<file path="config.mk">
export PLATFORM = sky130hd
export DESIGN_NAME = position_cluster_table_core
export DESIGN_NICKNAME = d
export VERILOG_FILES = /design/src/pct_pkg.sv /design/src/position_cluster_table_core.sv /design/src/pct_mem.sv /design/src/pct_div.sv
export SDC_FILE = /design/constraint.sdc
export NUM_CORES = 2
export LEC_CHECK = 0
export BUFFER_PORTS_ARGS = -buffer_cell sky130_fd_sc_hd__buf_2
export CAP_MARGIN = 20
export CORE_MARGIN = 1
export CORE_UTILIZATION = 40
export CTS_CLUSTER_DIAMETER = 200
export DETAILED_ROUTE_END_ITERATION = 10
export MAX_ROUTING_LAYER = met4
export PLACE_DENSITY = 0.62
export SYNTH_ARGS = -nofsm -noshare
export SYNTH_HDL_FRONTEND = slang
export SYNTH_SLANG_ARGS = --single-unit
</file>
<file path="constraint.sdc">
create_clock -name clock -period 9.4 [get_ports clock]
set_input_delay 1.41 -clock clock [delete_from_list [all_inputs] [get_ports clock]]
set_output_delay 1.41 -clock clock [all_outputs]
set_load 0.01 [all_outputs]
</file>
<file path="src/pct_pkg.sv">
// Shared types and constants for the position cluster table.
`timescale 1ns / 1ps

package pct_pkg;

   localparam int POS_W      = 24;
   localparam int CNT_W      = 16;
   localparam int WIN_W      = 16;
   localparam int MAXE_W     = 5;
   localparam int SLOT_W     = 4;
   localparam int HELD_W     = 5;
   localparam int PROD_W     = POS_W + CNT_W;
   localparam int SUM_W      = PROD_W + 1;
   localparam int DIVR_W     = CNT_W + 1;
   localparam int CSR_IDX_W  = 2;
   localparam int REQ_DATA_W = 24;
   localparam int RSP_DATA_W = 56;
   localparam int RSP_USER_W = 3;

   localparam logic [CNT_W-1:0] CNT_MAX = {CNT_W{1'b1}};

   typedef enum logic [CSR_IDX_W-1:0] {
      CSR_ENABLE      = 2'd0,
      CSR_WINDOW      = 2'd1,
      CSR_MAX_ENTRIES = 2'd2
   } csr_index_type;

   typedef enum logic [2:0] {
      ST_IDLE,
      ST_READ,
      ST_CMP,
      ST_MUL,
      ST_DIV_START,
      ST_DIV_WAIT,
      ST_APPEND,
      ST_OUT
   } state_type;

   typedef struct packed {
      logic [POS_W-1:0] centre;
      logic [CNT_W-1:0] count;
   } entry_type;

   typedef struct packed {
      logic              updated;
      logic              merged;
      logic              evicted;
      logic [SLOT_W-1:0] slot;
      logic [POS_W-1:0]  centre;
      logic [CNT_W-1:0]  count;
      logic [HELD_W-1:0] held;
   } result_type;

endpackage

</file>
<file path="src/position_cluster_table_core.sv">
// Top level of the position cluster table: sequencer, registers and stream ports.
`timescale 1ns / 1ps

// Leader clustering over event positions (unsigned Q20.4). Each accepted
// event is compared with the stored cluster centres from the oldest entry on,
// one entry at a time through the single read port of the entry
// memory. The first centre within merge_window*16 absorbs the event through a
// running mean that a serial divider computes at one quotient bit per cycle;
// otherwise the event is appended, dropping the oldest entry when the table
// is full. The table is a ring in memory, so dropping the oldest entry only
// moves the head pointer. One event is processed at a time, and a finished
// result waits in the output register while the next event is taken.
// Configuration writes are always accepted and must only be made while no
// event is in flight.

module position_cluster_table_core #(
   parameter int DEPTH = 16
) (
   input  logic                               clock,
   input  logic                               reset,
   // req_tdata: event_position [23:0]
   input  logic                               req_tvalid,
   output logic                               req_tready,
   input  logic [pct_pkg::REQ_DATA_W-1:0]     req_tdata,
   // rsp_tdata: slot [3:0], centre_position [27:4], hit_count [43:28],
   // entries_held [48:44], zero fill above
   output logic                               rsp_tvalid,
   input  logic                               rsp_tready,
   output logic [pct_pkg::RSP_DATA_W-1:0]     rsp_tdata,
   // rsp_tuser: updated [0], merged [1], evicted [2]
   output logic [pct_pkg::RSP_USER_W-1:0]     rsp_tuser,
   input  logic                               csr_valid,
   output logic                               csr_ready,
   input  logic [pct_pkg::CSR_IDX_W-1:0]      csr_index,
   input  logic [pct_pkg::WIN_W-1:0]          csr_data
);

   localparam int PTR_W = (DEPTH > 1) ? $clog2(DEPTH) : 1;
   localparam int OCC_W = $clog2(DEPTH + 1);

   pct_pkg::state_type             state_ff, state_in;
   logic                           enable_ff;
   logic [pct_pkg::WIN_W-1:0]      window_ff;
   logic [pct_pkg::MAXE_W-1:0]     max_ff;
   logic [pct_pkg::POS_W-1:0]      pos_ff, pos_in;
   logic [PTR_W-1:0]               idx_ff, idx_in;
   logic [PTR_W-1:0]               ptr_ff, ptr_in;
   logic [PTR_W-1:0]               head_ff, head_in;
   logic [PTR_W-1:0]               tail_ff, tail_in;
   logic [OCC_W-1:0]               occ_ff, occ_in;
   logic [pct_pkg::POS_W-1:0]      centre_ff, centre_in;
   logic [pct_pkg::CNT_W-1:0]      count_ff, count_in;
   logic [pct_pkg::PROD_W-1:0]     prod_ff, prod_in;
   pct_pkg::result_type            res_ff, res_in;
   pct_pkg::result_type            out_ff, out_in;
   logic                           rsp_valid_ff, rsp_valid_in;

   logic                           mem_we;
   logic [PTR_W-1:0]               mem_waddr;
   pct_pkg::entry_type             mem_wdata;
   pct_pkg::entry_type             mem_rdata;
   logic                           div_start;
   logic [pct_pkg::SUM_W-1:0]      div_dividend;
   logic [pct_pkg::DIVR_W-1:0]     div_divisor;
   logic                           div_done;
   logic [pct_pkg::POS_W-1:0]      div_quotient;

   logic [pct_pkg::POS_W-1:0]      distance;
   logic [pct_pkg::POS_W-1:0]      limit;
   logic [pct_pkg::CNT_W-1:0]      next_count;
   logic                           evict;
   logic [OCC_W-1:0]               slot_pos;
   logic                           out_free;

   function automatic logic [PTR_W-1:0] ring_next(input logic [PTR_W-1:0] p);
      logic [PTR_W-1:0] r;
      if (p == PTR_W'(DEPTH - 1)) begin
         r = '0;
      end else begin
         r = p + 1'b1;
      end
      return r;
   endfunction

   pct_mem #(
      .DEPTH  (DEPTH),
      .ADDR_W (PTR_W)
   ) u_mem (
      .clock   (clock),
      .wr_en   (mem_we),
      .wr_addr (mem_waddr),
      .wr_data (mem_wdata),
      .rd_addr (ptr_ff),
      .rd_data (mem_rdata)
   );

   pct_div u_div (
      .clock    (clock),
      .reset    (reset),
      .start    (div_start),
      .dividend (div_dividend),
      .divisor  (div_divisor),
      .done     (div_done),
      .quotient (div_quotient)
   );

   assign req_tready = (state_ff == pct_pkg::ST_IDLE);
   assign csr_ready  = 1'b1;
   assign out_free   = !rsp_valid_ff || rsp_tready;

   assign distance = (mem_rdata.centre >= pos_ff) ? mem_rdata.centre - pos_ff
                                                  : pos_ff - mem_rdata.centre;
   assign limit = {4'b0000, window_ff, 4'b0000};
   assign next_count = (count_ff == pct_pkg::CNT_MAX) ? count_ff : count_ff + 1'b1;
   assign evict = (occ_ff != '0) &&
                  ((32'(occ_ff) >= 32'(max_ff)) || (32'(occ_ff) >= DEPTH));
   assign slot_pos = evict ? occ_ff - 1'b1 : occ_ff;

   assign div_dividend = {1'b0, prod_ff} + pct_pkg::SUM_W'(pos_ff);
   assign div_divisor  = {1'b0, count_ff} + 1'b1;

   always_comb begin
      state_in     = state_ff;
      pos_in       = pos_ff;
      idx_in       = idx_ff;
      ptr_in       = ptr_ff;
      head_in      = head_ff;
      tail_in      = tail_ff;
      occ_in       = occ_ff;
      centre_in    = centre_ff;
      count_in     = count_ff;
      prod_in      = prod_ff;
      res_in       = res_ff;
      out_in       = out_ff;
      rsp_valid_in = rsp_valid_ff && !rsp_tready;
      mem_we       = 1'b0;
      mem_waddr    = tail_ff;
      mem_wdata    = '{centre: pos_ff, count: pct_pkg::CNT_W'(1)};
      div_start    = 1'b0;

      unique case (state_ff)
         pct_pkg::ST_IDLE: begin
            if (req_tvalid) begin
               pos_in = req_tdata[pct_pkg::POS_W-1:0];
               idx_in = '0;
               ptr_in = head_ff;
               if (!enable_ff) begin
                  res_in      = '0;
                  res_in.held = pct_pkg::HELD_W'(occ_ff);
                  state_in    = pct_pkg::ST_OUT;
               end else if (occ_ff == '0) begin
                  state_in = pct_pkg::ST_APPEND;
               end else begin
                  state_in = pct_pkg::ST_READ;
               end
            end
         end
         pct_pkg::ST_READ: begin
            state_in = pct_pkg::ST_CMP;
         end
         pct_pkg::ST_CMP: begin
            if (distance <= limit) begin
               centre_in = mem_rdata.centre;
               count_in  = mem_rdata.count;
               state_in  = pct_pkg::ST_MUL;
            end else if (OCC_W'(idx_ff) + 1'b1 == occ_ff) begin
               state_in = pct_pkg::ST_APPEND;
            end else begin
               idx_in   = idx_ff + 1'b1;
               ptr_in   = ring_next(ptr_ff);
               state_in = pct_pkg::ST_READ;
            end
         end
         pct_pkg::ST_MUL: begin
            prod_in  = centre_ff * count_ff;
            state_in = pct_pkg::ST_DIV_START;
         end
         pct_pkg::ST_DIV_START: begin
            div_start = 1'b1;
            state_in  = pct_pkg::ST_DIV_WAIT;
         end
         pct_pkg::ST_DIV_WAIT: begin
            if (div_done) begin
               mem_we    = 1'b1;
               mem_waddr = ptr_ff;
               mem_wdata = '{centre: div_quotient, count: next_count};
               res_in    = '{updated: 1'b1, merged: 1'b1, evicted: 1'b0,
                             slot: pct_pkg::SLOT_W'(idx_ff), centre: div_quotient,
                             count: next_count, held: pct_pkg::HELD_W'(occ_ff)};
               state_in  = pct_pkg::ST_OUT;
            end
         end
         pct_pkg::ST_APPEND: begin
            // With a full ring the tail equals the head, so the new entry
            // lands on the storage of the entry being dropped.
            mem_we  = 1'b1;
            tail_in = ring_next(tail_ff);
            if (evict) begin
               head_in = ring_next(head_ff);
            end else begin
               occ_in = occ_ff + 1'b1;
            end
            res_in   = '{updated: 1'b1, merged: 1'b0, evicted: evict,
                         slot: pct_pkg::SLOT_W'(slot_pos), centre: pos_ff,
                         count: pct_pkg::CNT_W'(1), held: pct_pkg::HELD_W'(occ_in)};
            state_in = pct_pkg::ST_OUT;
         end
         pct_pkg::ST_OUT: begin
            if (out_free) begin
               out_in       = res_ff;
               rsp_valid_in = 1'b1;
               state_in     = pct_pkg::ST_IDLE;
            end
         end
         default: begin
            state_in = pct_pkg::ST_IDLE;
         end
      endcase
   end

   always_ff @(posedge clock) begin
      if (reset) begin
         state_ff     <= pct_pkg::ST_IDLE;
         head_ff      <= '0;
         tail_ff      <= '0;
         occ_ff       <= '0;
         rsp_valid_ff <= 1'b0;
      end else begin
         state_ff     <= state_in;
         head_ff      <= head_in;
         tail_ff      <= tail_in;
         occ_ff       <= occ_in;
         rsp_valid_ff <= rsp_valid_in;
      end
      pos_ff    <= pos_in;
      idx_ff    <= idx_in;
      ptr_ff    <= ptr_in;
      centre_ff <= centre_in;
      count_ff  <= count_in;
      prod_ff   <= prod_in;
      res_ff    <= res_in;
      out_ff    <= out_in;
   end

   always_ff @(posedge clock) begin
      if (reset) begin
         enable_ff <= 1'b1;
         window_ff <= pct_pkg::WIN_W'(8);
         max_ff    <= pct_pkg::MAXE_W'(16);
      end else if (csr_valid) begin
         unique case (csr_index)
            pct_pkg::CSR_ENABLE:      enable_ff <= csr_data[0];
            pct_pkg::CSR_WINDOW:      window_ff <= csr_data;
            pct_pkg::CSR_MAX_ENTRIES: max_ff    <= csr_data[pct_pkg::MAXE_W-1:0];
            default: begin
            end
         endcase
      end
   end

   assign rsp_tvalid = rsp_valid_ff;
   assign rsp_tuser  = {out_ff.evicted, out_ff.merged, out_ff.updated};
   assign rsp_tdata  = {7'b0000000, out_ff.held, out_ff.count, out_ff.centre, out_ff.slot};

`ifndef SYNTHESIS
   a_occ_bound: assert property (@(posedge clock) disable iff (reset)
      32'(occ_ff) <= DEPTH)
      else $error("occupancy exceeds table depth");

   a_occ_only_on_append: assert property (@(posedge clock) disable iff (reset)
      (state_ff != pct_pkg::ST_APPEND) |=> $stable(occ_ff))
      else $error("occupancy changed outside an append");

   a_div_done_waited: assert property (@(posedge clock) disable iff (reset)
      div_done |-> (state_ff == pct_pkg::ST_DIV_WAIT))
      else $error("divider finished while not awaited");

   a_result_loaded: assert property (@(posedge clock) disable iff (reset)
      (state_ff == pct_pkg::ST_OUT && out_free) |=> (rsp_tvalid && req_tready))
      else $error("result not presented after completion");
`endif

endmodule

</file>
<file path="src/pct_mem.sv">
// Entry memory: one write port and one registered read port.
`timescale 1ns / 1ps

module pct_mem #(
   parameter int DEPTH  = 16,
   parameter int ADDR_W = 4
) (
   input  logic                clock,
   input  logic                wr_en,
   input  logic [ADDR_W-1:0]   wr_addr,
   input  pct_pkg::entry_type  wr_data,
   input  logic [ADDR_W-1:0]   rd_addr,
   output pct_pkg::entry_type  rd_data
);

   pct_pkg::entry_type mem_ff [DEPTH];
   pct_pkg::entry_type rd_data_ff;

   always_ff @(posedge clock) begin
      if (wr_en) begin
         mem_ff[wr_addr] <= wr_data;
      end
      rd_data_ff <= mem_ff[rd_addr];
   end

   assign rd_data = rd_data_ff;

endmodule

</file>
<file path="src/pct_div.sv">
// Restoring divider that produces one quotient bit per cycle.
`timescale 1ns / 1ps

module pct_div (
   input  logic                        clock,
   input  logic                        reset,
   input  logic                        start,
   input  logic [pct_pkg::SUM_W-1:0]   dividend,
   input  logic [pct_pkg::DIVR_W-1:0]  divisor,
   output logic                        done,
   output logic [pct_pkg::POS_W-1:0]   quotient
);

   localparam int STEP_W = $clog2(pct_pkg::POS_W);
   localparam int REM_W  = pct_pkg::DIVR_W;

   logic                       busy_ff, busy_in;
   logic                       done_ff, done_in;
   logic [STEP_W-1:0]          step_ff, step_in;
   logic [REM_W-1:0]           rem_ff, rem_in;
   logic [pct_pkg::POS_W-1:0]  quo_ff, quo_in;
   logic [REM_W-1:0]           divr_ff, divr_in;
   logic [REM_W:0]             trial;
   logic [REM_W:0]             diff;
   logic                       fits;

   // The quotient is known to fit the position width, so the upper dividend
   // bits already sit below the divisor and seed the remainder directly.
   always_comb begin
      trial    = {rem_ff, quo_ff[pct_pkg::POS_W-1]};
      diff     = trial - {1'b0, divr_ff};
      fits     = trial >= {1'b0, divr_ff};
      busy_in  = busy_ff;
      done_in  = 1'b0;
      step_in  = step_ff;
      rem_in   = rem_ff;
      quo_in   = quo_ff;
      divr_in  = divr_ff;
      if (start) begin
         busy_in = 1'b1;
         step_in = '0;
         rem_in  = dividend[pct_pkg::SUM_W-1:pct_pkg::POS_W];
         quo_in  = dividend[pct_pkg::POS_W-1:0];
         divr_in = divisor;
      end else if (busy_ff) begin
         rem_in  = fits ? diff[REM_W-1:0] : trial[REM_W-1:0];
         quo_in  = {quo_ff[pct_pkg::POS_W-2:0], fits};
         step_in = step_ff + 1'b1;
         if (step_ff == STEP_W'(pct_pkg::POS_W - 1)) begin
            busy_in = 1'b0;
            done_in = 1'b1;
         end
      end
   end

   always_ff @(posedge clock) begin
      if (reset) begin
         busy_ff <= 1'b0;
         done_ff <= 1'b0;
      end else begin
         busy_ff <= busy_in;
         done_ff <= done_in;
      end
      step_ff <= step_in;
      rem_ff  <= rem_in;
      quo_ff  <= quo_in;
      divr_ff <= divr_in;
   end

   assign done     = done_ff;
   assign quotient = quo_ff;

endmodule
</file>
# Yosys cells after proc, flatten, opt, wreduce, memory -nomap -nowiden
# Memory sizes are Yosys's and may differ from the RTL's. A register that Yosys moved wholly into a read port is not among the register bits.
# Index checks and enable logic that the tools add are counted.
# word_totals
n_memories,1
ramBits,640
reg_bits,320
# classes
bitwise,1
magnitude_cmp,5
reduce_logical,24
n_mux,47
mul,1
eq_ne,21
addsub,14
# memory_table
memory,words,width,rd,rd_clocked_by_memory_dff,write_ports,line_no,text
u_mem.mem_ff,16,40,1,1,1,pct_mem.sv:16,pct_pkg::entry_type mem_ff [DEPTH];
# ops
cell,n
$mux W52,3
$pmux W52 S3,1
$mux W40,2
$mux W24,3
$mux W17,3
$mux W4,12
$sub A24 B24 Y24,2
$add A40 B24 Y41,1
$mul A24 B16 Y40,1
$ge A24 B24 Y1,1
$le A24 B20 Y1,1
$pmux W3 S8,1
$mux W3,7
$ge A18 B17 Y1,1
$add A16 B1 Y17 const B,1
$sub A17 B17 Y17,1
$add A16 B1 Y16 const B,1
$add A4 B1 Y4 const B,4
$eq A16 B16 Y1 const B,1
$mux W16,1
$pmux W4 S2,2
$reduce_and A2 Y1,7
$eq A3 B3 Y1 const B,4
$eq A4 B4 Y1 const B,3
29 further kinds,49

# Logic depth before layout (Yosys ltp)
# logic_depth
depth_word,5
depth_mapped,27

# Modules after synthesis
# A second synthesis with hierarchy kept.
# hier_totals
hier_cells,4099
hier_area_um2,55046.5
# by_module_without_submodules
mod,area_per_inst_um2,n_inst,cells_each
position_cluster_table_core,26160.1,1,2733
pct_mem,25131.6,1,1040
pct_div,3754.9,1,326

# Least setup slack after synthesis
# Ideal clock, no wire load.
# synth_timing
path_kind,register to register
from,register count_ff[1] in the netlist's numbering
to,register prod_ff[38] in the netlist's numbering (data pin)
arrival_time_ns,6.594
stages_incl_launch_ff,27
slack_ns,2.544
n_path_buf,2
required_ns,9.138
cell_sequence,edfxtp_1 clkbuf_1 clkbuf_1 nand2_1 fa_1 inv_1 fa_1 inv_1 fa_1 inv_1 fa_1 fa_1 inv_1 fa_1 inv_1 ha_1 a21o_1 a21o_1 a21o_1 a221o_1 a21oi_1 o21ai_1 o21ai_0 nor3_1 a2111o_1 o31ai_1 xnor2_1
# synth_between
elab_chain_cells,1
# synth_rtl
item,line_no,text
from (decl),position_cluster_table_core.sv:52,"logic [pct_pkg::CNT_W-1:0] count_ff, count_in;"
from (signal assigned),position_cluster_table_core.sv:239,count_ff <= count_in;
$mul A24 B16 Y40,position_cluster_table_core.sv:175,prod_in = centre_ff * count_ff;
to (signal assigned),position_cluster_table_core.sv:240,prod_ff <= prod_in;
to (decl),position_cluster_table_core.sv:53,"logic [pct_pkg::PROD_W-1:0] prod_ff, prod_in;"
# No other way between the ends.
# A chain may end at the register's enable or synchronous reset.

# Worst setup path in the final report
# layout_timing
from,register count_ff[7] in the netlist's numbering
to,register prod_ff[38] in the netlist's numbering (data pin)
# Same word-level chain as after synthesis.

==> summary.md <==
| Metric | Value |
|---|---|
| Hold crit path type | reg -> reg |
| Slew Limit Headroom | 0.209 |
| Cts bufs inserted | 103 |
| CP Max Fanout | 16 |
| Part of the power in the clock network | 0.214 |
| Die Y | 371 um |
| Post-synth EDFFs | 914 |
| Post-Synth Adder-Cell Area | 0.166 |
| CTS clk-pin slew, worst paths | 0.06 ns |
| Starting density of the core | 0.405 |
| Area delta synth->final | 11.1% |
| First-pass GRT wire length | 210000 um |
| Die width | 371 um |
| H-tree Lvls | 3 |
| Largest family of logic cells by synthesized area | adder cells |
| Register Area | 0.0292 mm2 |
| RSZ-0062 raised after global routing | no |
| Startpoint types | register |
| # Post-CTS Setup Buffers | 0 |
| Leakage | 0.0224 uW |
| Register area share after synthesis | 0.537 |
| DRT iter0 DRCs | 3115 |
| Cell mode on critical path | fa_1 |
| Max-capacitance violation count | 0 |
| Complex-gate fraction of the synthesized area | 0.0575 |
| Sink Count | 1000 |
| Top post-synthesis cells by count | 914 x edfxtp_1, 472 x inv_1, 414 x nand2_1, 308 x fa_1, 230 x ha_1 |
| CTS tree | built |
| Antenna Violating Nets Remaining | 0 |
| Total GRT Usage | 0.213 |
| Clock Tree Buf Depth | 3 |
| Global route total overflow | 0 |
| FFs w/ async S/R, synth | 0 |
| CTS resizes | 0 |
| Leading area contributor after synthesis | edfxtp_1 |
| Initial antenna violation count | 7 |
| Minimum clock period after layout | 7.59 ns |
| Core Region | 0.134 mm2 |
| Global placer's final weighted congestion | 0.950 |
| Combinational fraction of design power | 0.469 |
| Final worst slack | 1.81 ns |
| Total Wirelength | 140000 um |
| Share of layout cells above drive strength 1 | 0.139 |
| Maximum clock rate | 132 MHz |
| Final Hold Fails | 0 |
| Max-slew violations | 0 |
| Final nets | 4667 |
| Total number of vias | 32400 |
| Sw frac | 0.393 |
| Slew at the pin with the worst max-slew slack | 1.17 ns |
| Fin crit share | 0.808 |
| Seq pwr share | 0.317 |
| Total iterations of the first detailed-routing run | 7 |
| Dpl ws | 1.81 ns |
| Synth Flop Type | edfxtp_1 |
| Net Switching | 7560 uW |
| Vias per inst | 5.46 |
| Detail Placement HPWL | 96000 um |
| Multi-input logic area | 0.0228 mm2 |
| WL per Instance | 23.6 um |
| Crit path DAT | 8.05 ns |
| Setup CP Type | reg -> reg |
| Simple-gate portion of the synthesized area | 0.0786 |
| Io pins | 109 |
| Worst setup EP type | register |
| # setup viols final | 0 |
| # rows | 134 |
| Yosys reg bits | 1000 |
| Synth area leaders | edfxtp_1 50%, fa_1 11%, mux4_2 8.3%, ha_1 5.3%, inv_1 3.3% |
| Worst IR Drop VDD | 0.330 mV |
| DR DRC count | 0 |
| Synthesized instance count | 4004 |
| Worst path max stage delay | 0.61 ns |
| Number of hold buffers added after CTS | 0 |
| Number of I/O port buffers | 100 |
| Synth warn | 0 |
| Fillers | 11900 |
| Internal power | 11700 uW |
| Status | finished, final reports clean |
| Power per Cell Area | 319 mW/mm2 |
| Post-synth top area share | 0.505 |
| Vias in the first global route | 32600 |
| Die Area | 0.137 mm2 |
| WP data required | 9.86 ns |
| Largest net degree at the start of global routing | 68 |
| Root Buffer | clkbuf_16 |
| Setup TNS | 0 ns |
| Critical path's slowest cell | edfxtp_1 |
| Clock Skew | 0.0243 ns |
| Synth Area in XOR/XNOR | 0.0221 |
| Mapped Area | 0.0544 mm2 |
| Mean Syn Cell Area | 13.6 um2 |
| Mux cell area share after synthesis | 0.0918 |
| Most numerous cell in the Yosys netlist | edfxtp_1 |
| Post-synthesis cell type count | 72 |
| Clk_lat worst skew | 0.72 ns |
[cell type report]
| class | instances | share of cell area |
|---|---|---|
| Sequential cell | 1000 | 0.483 |
| Multi-Input combinational cell | 2345 | 0.378 |
| Clock buffer | 122 | 0.0447 |
| Tap cell | 1768 | 0.0366 |
| Inverter | 473 | 0.0294 |
| Timing Repair Buffer | 159 | 0.0161 |
| Clock inverter | 72 | 0.0120 |
| Antenna cell | 1 | 0.0000414 |
[cells by family (layout without fill, tap and decap cells)]
| group | Yosys count | count (layout) |
|---|---|---|
| other cells | 2 | 9 |
| compound gates | 510 | 510 |
| xor+xnor | 137 | 137 |
| buf+inv | 665 | 826 |
| mux | 245 | 245 |
| flops | 1000 | 1000 |
| fa+ha+maj | 538 | 538 |
| simple gates | 907 | 907 |
[critical path: cells and delay by family (launching register included)]
family	cells	cell delay (ns)
buffers and inverters	6	0.59
flip-flops	1	0.61
AO/OA/AOI/OAI	9	2.51
adder cells (fa/ha/maj)	7	3.32
XOR/XNOR	1	0.10
AND/OR/NAND/NOR	2	0.21
[per-stage QoR]
step / hold slack [ns] / instances / total power [uW] / instance area, um2 / util
CTS: 0.409 / 5937 / 19300 / 60300 / 0.450
floorplan: 0.386 / 4010 / 12500 / 54400 / -
global placement: 0.392 / 5743 / 15100 / 56900 / 0.424
finish: 0.407 / 5940 / 19300 / 60400 / 0.450
detailed placement: 0.394 / 5743 / 15100 / 56900 / 0.424
global route: 0.423 / 5939 / 20500 / 60400 / 0.450
[path summary, 6_finish.rpt]
check	start	end	slack [ns]	depth (start not counted)
worst min register to register	u_mem.rd_data[5]	count_ff[5]	0.41	0
worst max-delay path	count_ff[7]	prod_ff[38]	1.81	25
worst max register to register	count_ff[7]	prod_ff[38]	1.81	25
worst min-delay path	u_mem.rd_data[5]	count_ff[5]	0.41	0
[power by group through the flow]
stage | logic, uW | clock network, uW | registers [uW]
global route | 10000 | 4370 | 6120
floorplan | 6630 | 0 | 5900
global placement | 8920 | 0 | 6180
finish | 9030 | 4130 | 6100
CTS | 9010 | 4210 | 6100
detailed placement | 8900 | 0 | 6180
[metal layers]
metal | GRT usage | share of wire
met5 | - | 0
met4 | 0.0518 | 0.020
met3 | 0.0302 | 0.072
met2 | 0.326 | 0.47
met1 | 0.300 | 0.44
[state kept, by name (all words and copies together) (netlist names), 3 cells and up]
| signal | flops |
|---|---|
| u_div.quotient | 24 |
| ptr_ff | 4 |
| window_ff | 16 |
| u_mem.mem_ff | 640 |
| rsp_tuser | 3 |
| state_ff | 3 |
| tail_ff | 4 |
| max_ff | 5 |
| pos_ff | 24 |
| u_mem.rd_data | 40 |
| rsp_tdata | 49 |
| prod_ff | 40 |
| head_ff | 4 |
| u_div.divr_ff | 17 |
| centre_ff | 24 |
| idx_ff | 4 |
| occ_ff | 5 |
| u_div.rem_ff | 17 |
| count_ff | 16 |
| res_ff | 52 |
| u_div.step_ff | 5 |
[layout by cell type, fill, tap and decap left out, types with 86 or more instances in the layout]
cell and count:
o21ai_0 136, dfxtp_1 86, mux4_2 200, and2_1 183, buf_2 100, edfxtp_1 914, nor2_1 109, fa_1 308
clkbuf_16 105, nand2_1 413, a21oi_1 164, inv_1 471, ha_1 230
Note: power is estimated with default switching activity, not from simulation.
